<file path="src/rtl/core/transport_param_tlv_parser_core_assert.svh">
// Assertion macros for the transport parameter parser core.
// Expands to concurrent assertions in simulation and to nothing in synthesis.
`ifndef TRANSPORT_PARAM_TLV_PARSER_CORE_ASSERT_SVH
`define TRANSPORT_PARAM_TLV_PARSER_CORE_ASSERT_SVH

`ifndef SYNTHESIS

// Same-cycle implication, disabled while reset is asserted.
`define TPTLV_ASSERT_IMPLY(label, clk, rst_n, ante, cons) \
    label: assert property (@(posedge clk) disable iff (!rst_n) (ante) |-> (cons)) \
        else $error("tptlv: implication check failed");

// Next-cycle implication, disabled while reset is asserted.
`define TPTLV_ASSERT_NEXT(label, clk, rst_n, ante, cons) \
    label: assert property (@(posedge clk) disable iff (!rst_n) (ante) |=> (cons)) \
        else $error("tptlv: next-cycle check failed");

`else

`define TPTLV_ASSERT_IMPLY(label, clk, rst_n, ante, cons)
`define TPTLV_ASSERT_NEXT(label, clk, rst_n, ante, cons)

`endif

`endif

</file>
<file path="src/rtl/core/tptlv_pkg.sv">
`timescale 1ns / 1ps
// Shared types and constants for the transport parameter parser core.
// No dependencies.
package tptlv_pkg;

    // Bytes in the reset secret entry.
    localparam int SECRET_BYTES = 16;

    localparam int CFG_IDX_W  = 3;
    localparam int CFG_DATA_W = 32;

    localparam int FIFO_DEPTH = 4;

    // Register indexes.
    localparam logic [CFG_IDX_W-1:0] REG_MODE       = 3'd0;
    localparam logic [CFG_IDX_W-1:0] REG_NEG_VER    = 3'd1;
    localparam logic [CFG_IDX_W-1:0] REG_PROP_VER   = 3'd2;
    localparam logic [CFG_IDX_W-1:0] REG_SUP_VER_0  = 3'd3;
    localparam logic [CFG_IDX_W-1:0] REG_SUP_COUNT  = 3'd7;

    // Modes.
    localparam logic [1:0] MODE_CLIENT = 2'd0;
    localparam logic [1:0] MODE_SERVER = 2'd1;

    // Result kinds.
    localparam logic [3:0] KIND_STREAM_DATA = 4'd0;
    localparam logic [3:0] KIND_MAX_DATA    = 4'd1;
    localparam logic [3:0] KIND_BIDIR_RANK  = 4'd2;
    localparam logic [3:0] KIND_IDLE        = 4'd3;
    localparam logic [3:0] KIND_PACKET_SIZE = 4'd4;
    localparam logic [3:0] KIND_SECRET_HI   = 4'd5;
    localparam logic [3:0] KIND_SECRET_LO   = 4'd6;
    localparam logic [3:0] KIND_ACK_EXP     = 4'd7;
    localparam logic [3:0] KIND_UNIDIR_RANK = 4'd8;
    localparam logic [3:0] KIND_END         = 4'd9;

    // End status codes.
    localparam logic [1:0] STATUS_OK        = 2'd0;
    localparam logic [1:0] STATUS_PARAM_ERR = 2'd1;
    localparam logic [1:0] STATUS_SPOOFED   = 2'd2;

    // Parameter type codes.
    localparam logic [15:0] TP_STREAM_DATA = 16'd0;
    localparam logic [15:0] TP_MAX_DATA    = 16'd1;
    localparam logic [15:0] TP_BIDIR_RANK  = 16'd2;
    localparam logic [15:0] TP_IDLE        = 16'd3;
    localparam logic [15:0] TP_PACKET_SIZE = 16'd5;
    localparam logic [15:0] TP_SECRET      = 16'd6;
    localparam logic [15:0] TP_ACK_EXP     = 16'd7;
    localparam logic [15:0] TP_UNIDIR_RANK = 16'd8;

    localparam logic [7:0]  LIST_MAX       = 8'd252;
    localparam logic [15:0] TRACKED_TYPES  = 16'd64;

    typedef enum logic [7:0] {
        PH_START    = 8'b0000_0001,
        PH_VER      = 8'b0000_0010,
        PH_LIST_LEN = 8'b0000_0100,
        PH_LIST     = 8'b0000_1000,
        PH_SIZE     = 8'b0001_0000,
        PH_HDR      = 8'b0010_0000,
        PH_VAL      = 8'b0100_0000,
        PH_SKIP     = 8'b1000_0000
    } phase_t;

    typedef struct packed {
        logic [3:0]  kind;
        logic [63:0] value;
        logic [1:0]  status;
        logic [15:0] consumed;
        logic        last;
    } result_t;

    function automatic logic [3:0] kind_of_type(input logic [15:0] t);
        logic [3:0] k;
        unique case (t)
            TP_MAX_DATA:    k = KIND_MAX_DATA;
            TP_BIDIR_RANK:  k = KIND_BIDIR_RANK;
            TP_IDLE:        k = KIND_IDLE;
            TP_PACKET_SIZE: k = KIND_PACKET_SIZE;
            TP_SECRET:      k = KIND_SECRET_LO;
            TP_ACK_EXP:     k = KIND_ACK_EXP;
            TP_UNIDIR_RANK: k = KIND_UNIDIR_RANK;
            default:        k = KIND_STREAM_DATA;
        endcase
        return k;
    endfunction

endpackage

</file>
<file path="src/rtl/core/transport_param_tlv_parser_core.sv">
`timescale 1ns / 1ps
// Transport parameter parser: one message byte per cycle in while s_tready is high, parameter results out.
// Results are written into a registered result queue and shown on m_tvalid from its head.
// Throughput: one byte per cycle while s_tready is high; the parse step is a single registered pass per byte.
// A byte can yield two results, a parameter result and an end result; a four-entry result
// queue holds them, and s_tready drops while fewer than two entries are free.
// Reset: parse state returns to header start, registers to defaults, queue empties.
// Depends on tptlv_pkg and transport_param_tlv_parser_core_assert.svh.
`include "transport_param_tlv_parser_core_assert.svh"

module transport_param_tlv_parser_core
    import tptlv_pkg::*;
#(
    parameter int MAX_VERSIONS = 4
) (
    input  logic                  clk,
    input  logic                  rst_n,
    // input bytes
    input  logic                  s_tvalid,
    output logic                  s_tready,
    input  logic [7:0]            s_tdata,   // [7:0] data_byte
    input  logic                  s_tlast,   // frame_end
    // results
    output logic                  m_tvalid,
    input  logic                  m_tready,
    output logic [87:0]           m_tdata,   // [63:0] value, [65:64] status, [81:66] consumed
    output logic [3:0]            m_tuser,   // [3:0] kind
    output logic                  m_tlast,   // last
    // configuration writes
    input  logic                  cfg_valid,
    output logic                  cfg_ready,
    input  logic [CFG_IDX_W-1:0]  cfg_index,
    input  logic [CFG_DATA_W-1:0] cfg_data
);

    localparam int PTR_W = $clog2(FIFO_DEPTH);
    localparam int CNT_W = $clog2(FIFO_DEPTH + 1);

    // configuration
    logic [1:0]  mode_reg;
    logic [31:0] neg_ver_reg;
    logic [31:0] prop_ver_reg;
    logic [31:0] sup_ver_reg [MAX_VERSIONS];
    logic [2:0]  sup_cnt_reg;

    // parse state
    phase_t      phase_reg,   phase_next;
    logic [15:0] bpos_reg,    bpos_next;
    logic [15:0] fleft_reg,   fleft_next;
    logic [7:0]  lleft_reg,   lleft_next;
    logic [15:0] pend_reg,    pend_next;
    logic [15:0] etype_reg,   etype_next;
    logic [63:0] vshift_reg,  vshift_next;
    logic [63:0] mask_reg,    mask_next;
    logic [15:0] resume_reg,  resume_next;
    logic        fin_reg,     fin_next;

    // result queue
    result_t            q_mem [FIFO_DEPTH];
    logic [PTR_W-1:0]   wr_ptr_reg;
    logic [PTR_W-1:0]   rd_ptr_reg;
    logic [CNT_W-1:0]   cnt_reg;

    logic        s_fire;
    logic        m_fire;
    logic [63:0] vs_base;
    logic [63:0] vs_sh;
    logic [2:0]  cnt_eff;
    logic        is_sup;

    logic        pv;
    logic [3:0]  pkind;
    logic [63:0] pval;
    logic        ev;
    logic [1:0]  est;
    logic [15:0] econs;
    result_t     res0;
    result_t     res1;
    logic [1:0]  push_n;
    result_t     head;

    assign cfg_ready = 1'b1;
    assign s_tready  = (cnt_reg <= CNT_W'(FIFO_DEPTH - 2));
    assign s_fire    = s_tvalid && s_tready;
    assign m_fire    = m_tvalid && m_tready;

    // ------------------------------------------------------------------
    // configuration registers
    always_ff @(posedge clk or negedge rst_n)
    begin
        if (!rst_n)
        begin
            mode_reg     <= MODE_CLIENT;
            neg_ver_reg  <= '0;
            prop_ver_reg <= '0;
            sup_cnt_reg  <= 3'd1;
            for (int i = 0; i < MAX_VERSIONS; i++)
            begin
                sup_ver_reg[i] <= '0;
            end
        end
        else if (cfg_valid && cfg_ready)
        begin
            if (cfg_index == REG_MODE)
            begin
                mode_reg <= cfg_data[1:0];
            end
            if (cfg_index == REG_NEG_VER)
            begin
                neg_ver_reg <= cfg_data;
            end
            if (cfg_index == REG_PROP_VER)
            begin
                prop_ver_reg <= cfg_data;
            end
            if (cfg_index == REG_SUP_COUNT)
            begin
                sup_cnt_reg <= cfg_data[2:0];
            end
            for (int i = 0; i < MAX_VERSIONS; i++)
            begin
                if (cfg_index == CFG_IDX_W'(REG_SUP_VER_0 + CFG_IDX_W'(i)))
                begin
                    sup_ver_reg[i] <= cfg_data;
                end
            end
        end
    end

    // ------------------------------------------------------------------
    // shift in the byte; a fresh message starts from an empty shift register
    assign vs_base = (phase_reg == PH_START) ? 64'd0 : vshift_reg;
    assign vs_sh   = {vs_base[55:0], s_tdata};
    assign cnt_eff = (sup_cnt_reg > 3'(MAX_VERSIONS)) ? 3'(MAX_VERSIONS) : sup_cnt_reg;

    always_comb
    begin
        is_sup = 1'b0;
        for (int i = 0; i < MAX_VERSIONS; i++)
        begin
            if ((3'(i) < cnt_eff) && (sup_ver_reg[i] == vs_sh[31:0]))
            begin
                is_sup = 1'b1;
            end
        end
    end

    // ------------------------------------------------------------------
    // one parse step per accepted byte
    always_comb
    begin
        logic        boundary;
        logic [15:0] t;
        logic [15:0] len;
        logic [16:0] size_sum;
        logic [16:0] hdr_sum;
        logic [15:0] room;
        logic        err;
        logic        known;
        logic [63:0] need;

        phase_next  = phase_reg;
        bpos_next   = bpos_reg;
        fleft_next  = fleft_reg;
        lleft_next  = lleft_reg;
        pend_next   = pend_reg;
        etype_next  = etype_reg;
        vshift_next = vshift_reg;
        mask_next   = mask_reg;
        resume_next = resume_reg;
        fin_next    = fin_reg;

        pv    = 1'b0;
        pkind = KIND_STREAM_DATA;
        pval  = '0;
        ev    = 1'b0;
        est   = STATUS_OK;
        econs = '0;

        boundary = 1'b0;
        t        = vs_sh[31:16];
        len      = vs_sh[15:0];
        size_sum = '0;
        hdr_sum  = '0;
        room     = '0;
        err      = 1'b0;
        known    = 1'b1;
        need     = 64'h0B;

        if (fin_reg)
        begin
            // drop trailing bytes until the frame ends
            if (s_tlast)
            begin
                fin_next = 1'b0;
                phase_next = PH_START;
                bpos_next = '0;
                fleft_next = '0;
                lleft_next = '0;
                pend_next = '0;
                etype_next = '0;
                vshift_next = '0;
                mask_next = '0;
                resume_next = '0;
            end
        end
        else
        begin
            if (phase_reg == PH_START)
            begin
                resume_next = '0;
                if (mode_reg == MODE_CLIENT || mode_reg == MODE_SERVER)
                begin
                    phase_next = PH_VER;
                    fleft_next = 16'd4;
                end
                else
                begin
                    phase_next = PH_SIZE;
                    fleft_next = 16'd2;
                end
            end
            bpos_next   = bpos_reg + 16'd1;
            vshift_next = vs_sh;

            unique case (phase_next)
                PH_VER:
                begin
                    fleft_next = fleft_next - 16'd1;
                    if (fleft_next == 16'd0)
                    begin
                        if (mode_reg == MODE_CLIENT)
                        begin
                            if (vs_sh[31:0] != neg_ver_reg && is_sup)
                            begin
                                ev = 1'b1; est = STATUS_SPOOFED; econs = bpos_next;
                            end
                            else
                            begin
                                phase_next = PH_SIZE; fleft_next = 16'd2;
                                vshift_next = '0; resume_next = bpos_next;
                            end
                        end
                        else if (vs_sh[31:0] != neg_ver_reg)
                        begin
                            ev = 1'b1; est = STATUS_SPOOFED; econs = bpos_next;
                        end
                        else
                        begin
                            phase_next = PH_LIST_LEN; resume_next = bpos_next;
                        end
                    end
                end
                PH_LIST_LEN:
                begin
                    if (s_tdata[1:0] != 2'd0 || s_tdata > LIST_MAX)
                    begin
                        ev = 1'b1; est = STATUS_PARAM_ERR; econs = bpos_next;
                    end
                    else
                    begin
                        resume_next = bpos_next;
                        if (s_tdata == 8'd0)
                        begin
                            phase_next = PH_SIZE; fleft_next = 16'd2; vshift_next = '0;
                        end
                        else
                        begin
                            phase_next = PH_LIST; lleft_next = s_tdata;
                            fleft_next = 16'd4; vshift_next = '0;
                        end
                    end
                end
                PH_LIST:
                begin
                    lleft_next = lleft_next - 8'd1;
                    fleft_next = fleft_next - 16'd1;
                    if (fleft_next == 16'd0)
                    begin
                        if (prop_ver_reg != neg_ver_reg && vs_sh[31:0] == prop_ver_reg)
                        begin
                            ev = 1'b1; est = STATUS_SPOOFED; econs = bpos_next;
                        end
                        else
                        begin
                            fleft_next = 16'd4; vshift_next = '0;
                            if (lleft_next == 8'd0)
                            begin
                                phase_next = PH_SIZE; fleft_next = 16'd2;
                                resume_next = bpos_next;
                            end
                        end
                    end
                end
                PH_SIZE:
                begin
                    fleft_next = fleft_next - 16'd1;
                    if (fleft_next == 16'd0)
                    begin
                        size_sum = {1'b0, bpos_next} + {1'b0, vs_sh[15:0]};
                        pend_next = size_sum[15:0];
                        if (size_sum[16])
                        begin
                            ev = 1'b1; est = STATUS_PARAM_ERR; econs = bpos_next;
                        end
                        else
                        begin
                            resume_next = bpos_next;
                            boundary = 1'b1;
                        end
                    end
                end
                PH_HDR:
                begin
                    fleft_next = fleft_next - 16'd1;
                    if (fleft_next == 16'd0)
                    begin
                        etype_next = t;
                        hdr_sum = {1'b0, bpos_next} + {1'b0, len};
                        if (hdr_sum > {1'b0, pend_reg})
                        begin
                            ev = 1'b1; est = STATUS_PARAM_ERR; econs = bpos_next;
                        end
                        else
                        begin
                            if (t < TRACKED_TYPES)
                            begin
                                err = mask_reg[t[5:0]];
                                mask_next[t[5:0]] = 1'b1;
                            end
                            unique case (t)
                                TP_STREAM_DATA, TP_MAX_DATA:
                                    err = err || (len != 16'd4);
                                TP_BIDIR_RANK, TP_IDLE, TP_PACKET_SIZE, TP_UNIDIR_RANK:
                                    err = err || (len != 16'd2);
                                TP_ACK_EXP:
                                    err = err || (len != 16'd1);
                                TP_SECRET:
                                    err = err || (mode_reg != MODE_SERVER)
                                              || (len != 16'(SECRET_BYTES));
                                default:
                                    known = 1'b0;
                            endcase
                            if (err)
                            begin
                                ev = 1'b1; est = STATUS_PARAM_ERR; econs = bpos_next;
                            end
                            else if (len == 16'd0)
                            begin
                                boundary = 1'b1;
                            end
                            else
                            begin
                                fleft_next = len;
                                vshift_next = '0;
                                phase_next = known ? PH_VAL : PH_SKIP;
                                // a short secret has no high part: report it empty now
                                if (t == TP_SECRET && SECRET_BYTES <= 8)
                                begin
                                    pv = 1'b1; pkind = KIND_SECRET_HI; pval = '0;
                                end
                            end
                        end
                    end
                end
                PH_VAL:
                begin
                    fleft_next = fleft_next - 16'd1;
                    if (etype_reg == TP_SECRET && SECRET_BYTES > 8 && fleft_next == 16'd8)
                    begin
                        pv = 1'b1; pkind = KIND_SECRET_HI; pval = vs_sh;
                        vshift_next = '0;
                    end
                    if (fleft_next == 16'd0)
                    begin
                        pv = 1'b1; pkind = kind_of_type(etype_reg); pval = vs_sh;
                        boundary = 1'b1;
                    end
                end
                PH_SKIP:
                begin
                    fleft_next = fleft_next - 16'd1;
                    if (fleft_next == 16'd0)
                    begin
                        boundary = 1'b1;
                    end
                end
                default:
                begin
                end
            endcase

            // entry boundary: block complete, header cut short, or next header
            if (boundary)
            begin
                room = pend_next - bpos_next;
                if (mode_reg == MODE_SERVER)
                begin
                    need = 64'h4B;
                end
                if (bpos_next == pend_next)
                begin
                    ev = 1'b1;
                    est = ((mask_next & need) == need) ? STATUS_OK : STATUS_PARAM_ERR;
                    econs = bpos_next;
                end
                else if (room < 16'd4)
                begin
                    ev = 1'b1; est = STATUS_PARAM_ERR; econs = bpos_next;
                end
                else
                begin
                    phase_next = PH_HDR; fleft_next = 16'd4; vshift_next = '0;
                end
            end

            if (ev)
            begin
                fin_next = 1'b1;
            end

            if (s_tlast)
            begin
                if (!ev)
                begin
                    ev = 1'b1; est = STATUS_PARAM_ERR; econs = resume_next;
                end
                fin_next = 1'b0;
                phase_next = PH_START;
                bpos_next = '0;
                fleft_next = '0;
                lleft_next = '0;
                pend_next = '0;
                etype_next = '0;
                vshift_next = '0;
                mask_next = '0;
                resume_next = '0;
            end
        end
    end

    // parameter result goes first, the end result after it
    always_comb
    begin
        res1.kind     = KIND_END;
        res1.value    = '0;
        res1.status   = est;
        res1.consumed = econs;
        res1.last     = 1'b1;
        if (pv)
        begin
            res0.kind     = pkind;
            res0.value    = pval;
            res0.status   = STATUS_OK;
            res0.consumed = '0;
            res0.last     = 1'b0;
        end
        else
        begin
            res0 = res1;
        end
        push_n = s_fire ? ({1'b0, pv} + {1'b0, ev}) : 2'd0;
    end

    always_ff @(posedge clk or negedge rst_n)
    begin
        if (!rst_n)
        begin
            phase_reg  <= PH_START;
            bpos_reg   <= '0;
            fleft_reg  <= '0;
            lleft_reg  <= '0;
            pend_reg   <= '0;
            etype_reg  <= '0;
            vshift_reg <= '0;
            mask_reg   <= '0;
            resume_reg <= '0;
            fin_reg    <= 1'b0;
        end
        else if (s_fire)
        begin
            phase_reg  <= phase_next;
            bpos_reg   <= bpos_next;
            fleft_reg  <= fleft_next;
            lleft_reg  <= lleft_next;
            pend_reg   <= pend_next;
            etype_reg  <= etype_next;
            vshift_reg <= vshift_next;
            mask_reg   <= mask_next;
            resume_reg <= resume_next;
            fin_reg    <= fin_next;
        end
    end

    // ------------------------------------------------------------------
    // result queue
    always_ff @(posedge clk)
    begin
        if (push_n != 2'd0)
        begin
            q_mem[wr_ptr_reg] <= res0;
        end
        if (push_n == 2'd2)
        begin
            q_mem[wr_ptr_reg + PTR_W'(1)] <= res1;
        end
    end

    always_ff @(posedge clk or negedge rst_n)
    begin
        if (!rst_n)
        begin
            wr_ptr_reg <= '0;
            rd_ptr_reg <= '0;
            cnt_reg    <= '0;
        end
        else
        begin
            wr_ptr_reg <= wr_ptr_reg + PTR_W'(push_n);
            if (m_fire)
            begin
                rd_ptr_reg <= rd_ptr_reg + PTR_W'(1);
            end
            cnt_reg <= cnt_reg + CNT_W'(push_n) - CNT_W'(m_fire);
        end
    end

    assign head     = q_mem[rd_ptr_reg];
    assign m_tvalid = (cnt_reg != '0);
    assign m_tdata  = {6'd0, head.consumed, head.status, head.value};
    assign m_tuser  = head.kind;
    assign m_tlast  = head.last;

    // ------------------------------------------------------------------
    `TPTLV_ASSERT_IMPLY(a_q_bound, clk, rst_n, 1'b1, cnt_reg <= CNT_W'(FIFO_DEPTH))
    `TPTLV_ASSERT_IMPLY(a_pair_ends, clk, rst_n, push_n == 2'd2, res1.last && !res0.last)
    `TPTLV_ASSERT_IMPLY(a_quiet_after_end, clk, rst_n, fin_reg, push_n == 2'd0)
    `TPTLV_ASSERT_NEXT(a_rearm, clk, rst_n, s_fire && s_tlast, !fin_reg && phase_reg == PH_START)

endmodule
</file>
<file path="config.mk">
export PLATFORM = sky130hd
export DESIGN_NAME = transport_param_tlv_parser_core
export DESIGN_NICKNAME = d
export VERILOG_FILES = /design/src/rtl/core/tptlv_pkg.sv /design/src/rtl/core/transport_param_tlv_parser_core.sv
export VERILOG_INCLUDE_DIRS = /design/src /design/src/rtl/core
export SDC_FILE = /design/constraint.sdc
export NUM_CORES = 2
export LEC_CHECK = 0
export ABC_AREA = 1
export BUFFER_PORTS_ARGS = -buffer_cell sky130_fd_sc_hd__buf_2
export CORE_UTILIZATION = 51
export CTS_CLUSTER_SIZE = 28
export DETAILED_ROUTE_END_ITERATION = 16
export PLACE_DENSITY_LB_ADDON = 0.25
export SYNTH_ARGS = -nofsm -noshare
export SYNTH_HDL_FRONTEND = slang
export SYNTH_SLANG_ARGS = --single-unit
</file>
<file path="constraint.sdc">
create_clock -name clk -period 15.4 [get_ports clk]
set_input_delay 3.08 -clock clk [delete_from_list [all_inputs] [get_ports clk]]
set_output_delay 3.08 -clock clk [all_outputs]
set_load 0.02 [all_outputs]
</file>
## Yosys cells after proc, flatten, opt, wreduce, memory -nomap -nowiden

Memory sizes are Yosys's and may differ from the RTL's.
Index checks and enable logic that the tools add are counted.

| cells by class | value |
|---|---|
| magnitude comparators | 12 |
| reductions and logical operators | 46 |
| muxes and demuxes | 220 |
| bitwise logic cells | 2 |
| equal/unequal tests | 49 |
| add/sub/neg operators | 11 |

Operators by type and width:

| kind | count |
|---|---|
| $mux W16 | 60 |
| $mux W56 | 17 |
| $mux W64 | 14 |
| $pmux W56 S5 | 1 |
| $mux W8 | 26 |
| $eq A32 B32 Y1 | 5 |
| $pmux W16 S5 | 2 |
| $eq A16 B3 Y1 const B | 6 |
| $mux W87 | 1 |
| $mux W1 | 65 |
| $and A64 B64 Y64 | 1 |
| $eq A16 B2 Y1 const B | 4 |
| $eq A64 B64 Y1 | 1 |
| $ne A32 B32 Y1 | 2 |
| $or A64 B64 Y64 | 1 |
| $pmux W16 S4 | 1 |
| $eq A16 B4 Y1 const B | 3 |
| $logic_not A16 Y1 | 3 |
| $eq A16 B1 Y1 const B | 2 |
| $pmux W8 S4 | 1 |
| $pmux W4 S7 | 1 |
| $mux W2 | 13 |
| $reduce_and A2 Y1 | 9 |
| $add A16 B16 Y17 | 1 |
| other kinds (64) | 100 |

| word-level totals | value |
|---|---|
| logic and storage cells | 362 |
| bits in writable memories | 348 |
| register bits after elaboration | 421 |
| memories kept | 1 |
| input port bits | 49 |
| output and inout bits | 96 |

Memory list:

| name | depth | width | read ports | clocked after memory_dff | wr ports | RTL line | text |
|---|---|---|---|---|---|---|---|
| q_mem | 4 | 87 | 1 | 0 | 2 | transport_param_tlv_parser_core.sv:59 | `result_t q_mem [FIFO_DEPTH];` |

## Depth between registers and ports, before layout

| logic depth | value |
|---|---|
| depth in word-level cells | 33 |
| mapped depth | 57 |
| mapped depth without buffers | 53 |

## Worst setup path after synthesis

Ideal clock, no wire load.

| path | value |
|---|---|
| path type | input -> register |
| start point | in s_tdata[1] |
| end point | mem q_mem[0][75] in the netlist's numbering |
| buffers on the path | 5 |
| stages | 42 |
| library setup time | 75 ps |
| setup slack | 5692 ps |
| data arrival time | 9633 ps |
| cell sequence | clkbuf_1 clkinv_1 fa_1 inv_1 a31oi_1 inv_1 a21oi_1 o21bai_1 xor2_1 nand2_1 o21ai_0 inv_1 ha_1 a21oi_1 o21ai_0 a21o_1 a21oi_1 o21ai_0 (+6 left out) nand3_2 nand2_2 a21oi_4 buf_4 a31oi_1 ha_1 inv_1 nor2_1 nor2_1 nor3_1 inv_1 clkbuf_1 nand2_1 inv_1 clkbuf_1 clkbuf_1 nand2_1 o21ai_0 |

RTL lines:

| item | RTL line | text |
|---|---|---|
| start, declared | transport_param_tlv_parser_core.sv:21 | `input logic [7:0] s_tdata,` |
| end, declared | transport_param_tlv_parser_core.sv:59 |  |

==> results.yml <==
timing:
  timing_max_transition_violations_final: 0
  post-route-min-period_ps: 10340
  report.final.setup_viol: 0
  fin_worst_skew_ps: 33.3
  timing_worst_slew_pin_value_ps: 1270
  hold_slack_ps: 449
  relSlewSlack_pct: 14.8
  timing.final.crit_share_pct: 67.2
  rsz0062_at_grt: "no"
  hold_viol: 0
  maxClockFrequency_mhz: 96.7
  tns_ps: 0
  postLayoutSetupSlackWorst_ps: 5060
setup_path:
  cp_slowest_stage_delay_ps: 560
  reg2reg_slack_ps: 5060
  critical_path_peak_fanout: 34
  max_stage_delay_cell_worst_path: "fa_1"
  timing_worst_setup_path_type: "in -> reg"
  critical_path_required_time_ps: 15980
  timing.reg2reg.worst_path_depth: 50
  crit-reg2reg-capture: "q_mem[0][80]"
  worst_ep_arrival_time_ps: 10920
  r2r_start: "phase_reg[7]"
  cp-end-kind: "register"
  critPathLaunchType: "input port"
placement:
  placed_cells_incl_taps: 6478
  dpl_cell_area_um2: 41800
  detailedPlace.worstSlack_ps: 4510
  routabilityCongestion: 1.07
  dpl.hpwl_um: 91500
  numPortBuffers: 137
hold_path:
  worstHoldStart: "q_mem[2][0]"
  timing.hold.worst_endpoint: "q_mem[2][0]"
  timing.hold.worst.class: "reg -> reg"
  whs_path_depth: 2
floorplan:
  die-width_um: 284
  die_outline_area_um2: 80600
  io_pins: 145
  floorplan.core_area_um2: 78900
  initial_core_util_pct: 51.4
  die_h_um: 284
  row_count: 103
pwr:
  power.switching_fraction_pct: 43.8
  share_clk_of_total_power_pct: 27.7
  static-leakage-power_nw: 19.9
  totalPowerFinal_mw: 7.83
  vdd_drop_max_uv: 149
  combPwrFrac_pct: 41.6
  seq_power_share_pct: 30.7
  p_per_area_nw_per_um2: 175
  power_switching_mw: 3.43
  internal_power_mw: 4.41
finish:
  antenna_cells: 0
  num-fill-cells: 7567
  largest_register_ffs: 348
  final_core_utilization_pct: 56.8
  design.final.nets: 5623
  finish.instance_area_um2: 44800
  instances_no_fill: 6634
  drive_above_1_share_pct: 8.43
  multi_input_area_um2: 19100
  area_growth_pct: 10.5
  seqCellArea_um2: 18200
logic_synthesis:
  synth.top_cell.area_share_pct: 25.9
  ys_top_cells_by_count: "nand2_1, o21ai_0, nor2_1, inv_1, dfrtp_1"
  yosys_warnings: 0
  syn_area_per_cell_um2: 7.37
  synth_top_cells_by_area: "dfrtp_1, dfxtp_1, nand2_1"
  synth_flop_cell: "dfrtp_1"
  netlist_area_um2: 40500
  most_common_cell_in_the_netlist: "nand2_1"
  synth-async-reset-ratio_pct: 54.7
  number_of_enable_type_register_cells_in_the_synthesized_netlist: 72
  synthesis.instances: 5505
  share_of_the_yosys_chip_area_belonging_to_registers_pct: 44.9
  synth_area_leader_cell: "dfrtp_1"
  synth.lib_cells_used.distinct: 63
  synth-seq-cells: 769
drt:
  drt-vias-per-instance: 5.77
  detail-route-antenna-nets: 0
  detail_route.iter0.violations: 4167
  vias: 38300
  postRouteWirelength_um: 136000
  drt-wirelength-per-cell_um: 20.6
  detailed_route_drc_error_count: 0
  drt_pre_antenna_iters: 6
clock_tree:
  worstSkewPairLatency_ps: 660
  cts_num_sinks: 769
  ctsLongestPathBuffers: 3
  ctsHoldBuffers: 0
  numCtsBuffers: 85
  cts.htree.levels: 3
  clockRootBuffer: "clkbuf_16"
  resized_after_cts: 0
  cts_setup_buffers: 0
  cts.reportedPaths.clkPinSlew_ps: 60
  tritoncts: "done"
global_routing:
  grt_util_all_layers_pct: 33.5
  grt-ovfl-total: 0
  grt_max_degree: 120
  grt_first_pass_wirelength_um: 211000
  via_count_of_the_first_global_routing_pass: 36000
  grt_antenna_before_repair: 1
job:
  drv_cap: 0
run_status:
  result_of_the_run: "finished, final reports clean"
[final cells by class]
class | count | area share, %
clock buffers | 116 | 5.39
repair buffers | 186 | 2.37
inverters | 550 | 4.61
clock inverters | 40 | 1.30
well taps | 1050 | 2.93
flip-flops and latches | 769 | 40.7
multi-input cells | 3923 | 42.7
[critical path, delay by kind of cell]
kind / cells / cell delay (ps)
adder cells (fa/ha/maj): 3 / 1260
buffers and inverters: 11 / 2410
AO/OA/AOI/OAI: 14 / 2440
XOR/XNOR: 1 / 190
AND/OR/NAND/NOR: 11 / 1480
[worst max-delay path by stage]
stage | from | slack (ps) | endpoint
global placement | s_tdata[1] | 4640 | q_mem[0][79]
finish | s_tdata[1] | 5060 | q_mem[0][80]
CTS | s_tdata[1] | 5160 | q_mem[0][75]
floorplan | s_tdata[1] | 5690 | q_mem[0][75]
detailed placement | s_tdata[1] | 4510 | q_mem[0][75]
global route | phase_reg[7] | 4230 | q_mem[0][80]
[per-layer routing]
| metal | vias up | part of all wire (%) | track usage, % |
|---|---|---|---|
| met3 | 404 | 8.1 | 4.91 |
| met1 | 18000 | 40 | 43.0 |
| met2 | 1728 | 46 | 54.7 |
| li1 | 18100 | - | - |
| met5 | - | 0.0095 | 0 |
| met4 | 2 | 5.5 | 17.8 |
[cells by family after synthesis]
| logic type | after synthesis | share of synthesized area [%] |
|---|---|---|
| simple gates | 2486 | 25.9 |
| other cells | 2 | 0.0185 |
| fa+ha+maj | 59 | 1.86 |
| xor+xnor | 127 | 2.74 |
| buf+inv | 818 | 7.98 |
| compound gates | 1244 | 16.6 |
| flops | 769 | 44.9 |
[layout by cell type (no fill, tap or decap), types with 7 or more instances in the layout]
| master | n |
|---|---|
| inv_1 | 511 |
| inv_2 | 29 |
| nand2_2 | 34 |
| buf_4 | 49 |
| clkinv_1 | 9 |
| o21ai_0 | 785 |
| nand3_2 | 16 |
| conb_1 | 7 |
| nor2_1 | 569 |
| buf_2 | 136 |
| o21ai_2 | 9 |
| a22oi_1 | 10 |
| xor2_1 | 85 |
| nor3_1 | 44 |
| dfrtp_1 | 417 |
| o22ai_1 | 178 |
| nand3_1 | 267 |
| xnor2_1 | 42 |
| clkbuf_8 | 17 |
| o211ai_1 | 20 |
| clkbuf_1 | 14 |
| dfxtp_1 | 276 |
| a21o_1 | 7 |
| nor2_2 | 14 |
| ha_1 | 57 |
| nand2_1 | 1374 |
| a31oi_1 | 7 |
| clkbuf_16 | 85 |
| or2_2 | 13 |
| edfxtp_1 | 72 |
| clkinv_2 | 13 |
| bufinv_16 | 10 |
| o21ai_1 | 36 |
| nand4_1 | 89 |
| nor4_1 | 21 |
| nand3b_1 | 17 |
| a21oi_1 | 156 |
[power by group through the flow]
| stage | Clock (mW) | Combinational (mW) | Sequential [mW] |
|---|---|---|---|
| 3_3_place_gp | 0 | 3.17 | 2.43 |
| 4_1_cts | 2.19 | 3.20 | 2.40 |
| 6_report | 2.17 | 3.26 | 2.40 |
| 3_5_place_dp | 0 | 3.19 | 2.44 |
| 2_1_floorplan | 0 | 2.21 | 2.38 |
| 5_1_grt | 2.27 | 3.54 | 2.43 |
No activity file was read; power rests on OpenSTA's default activity.
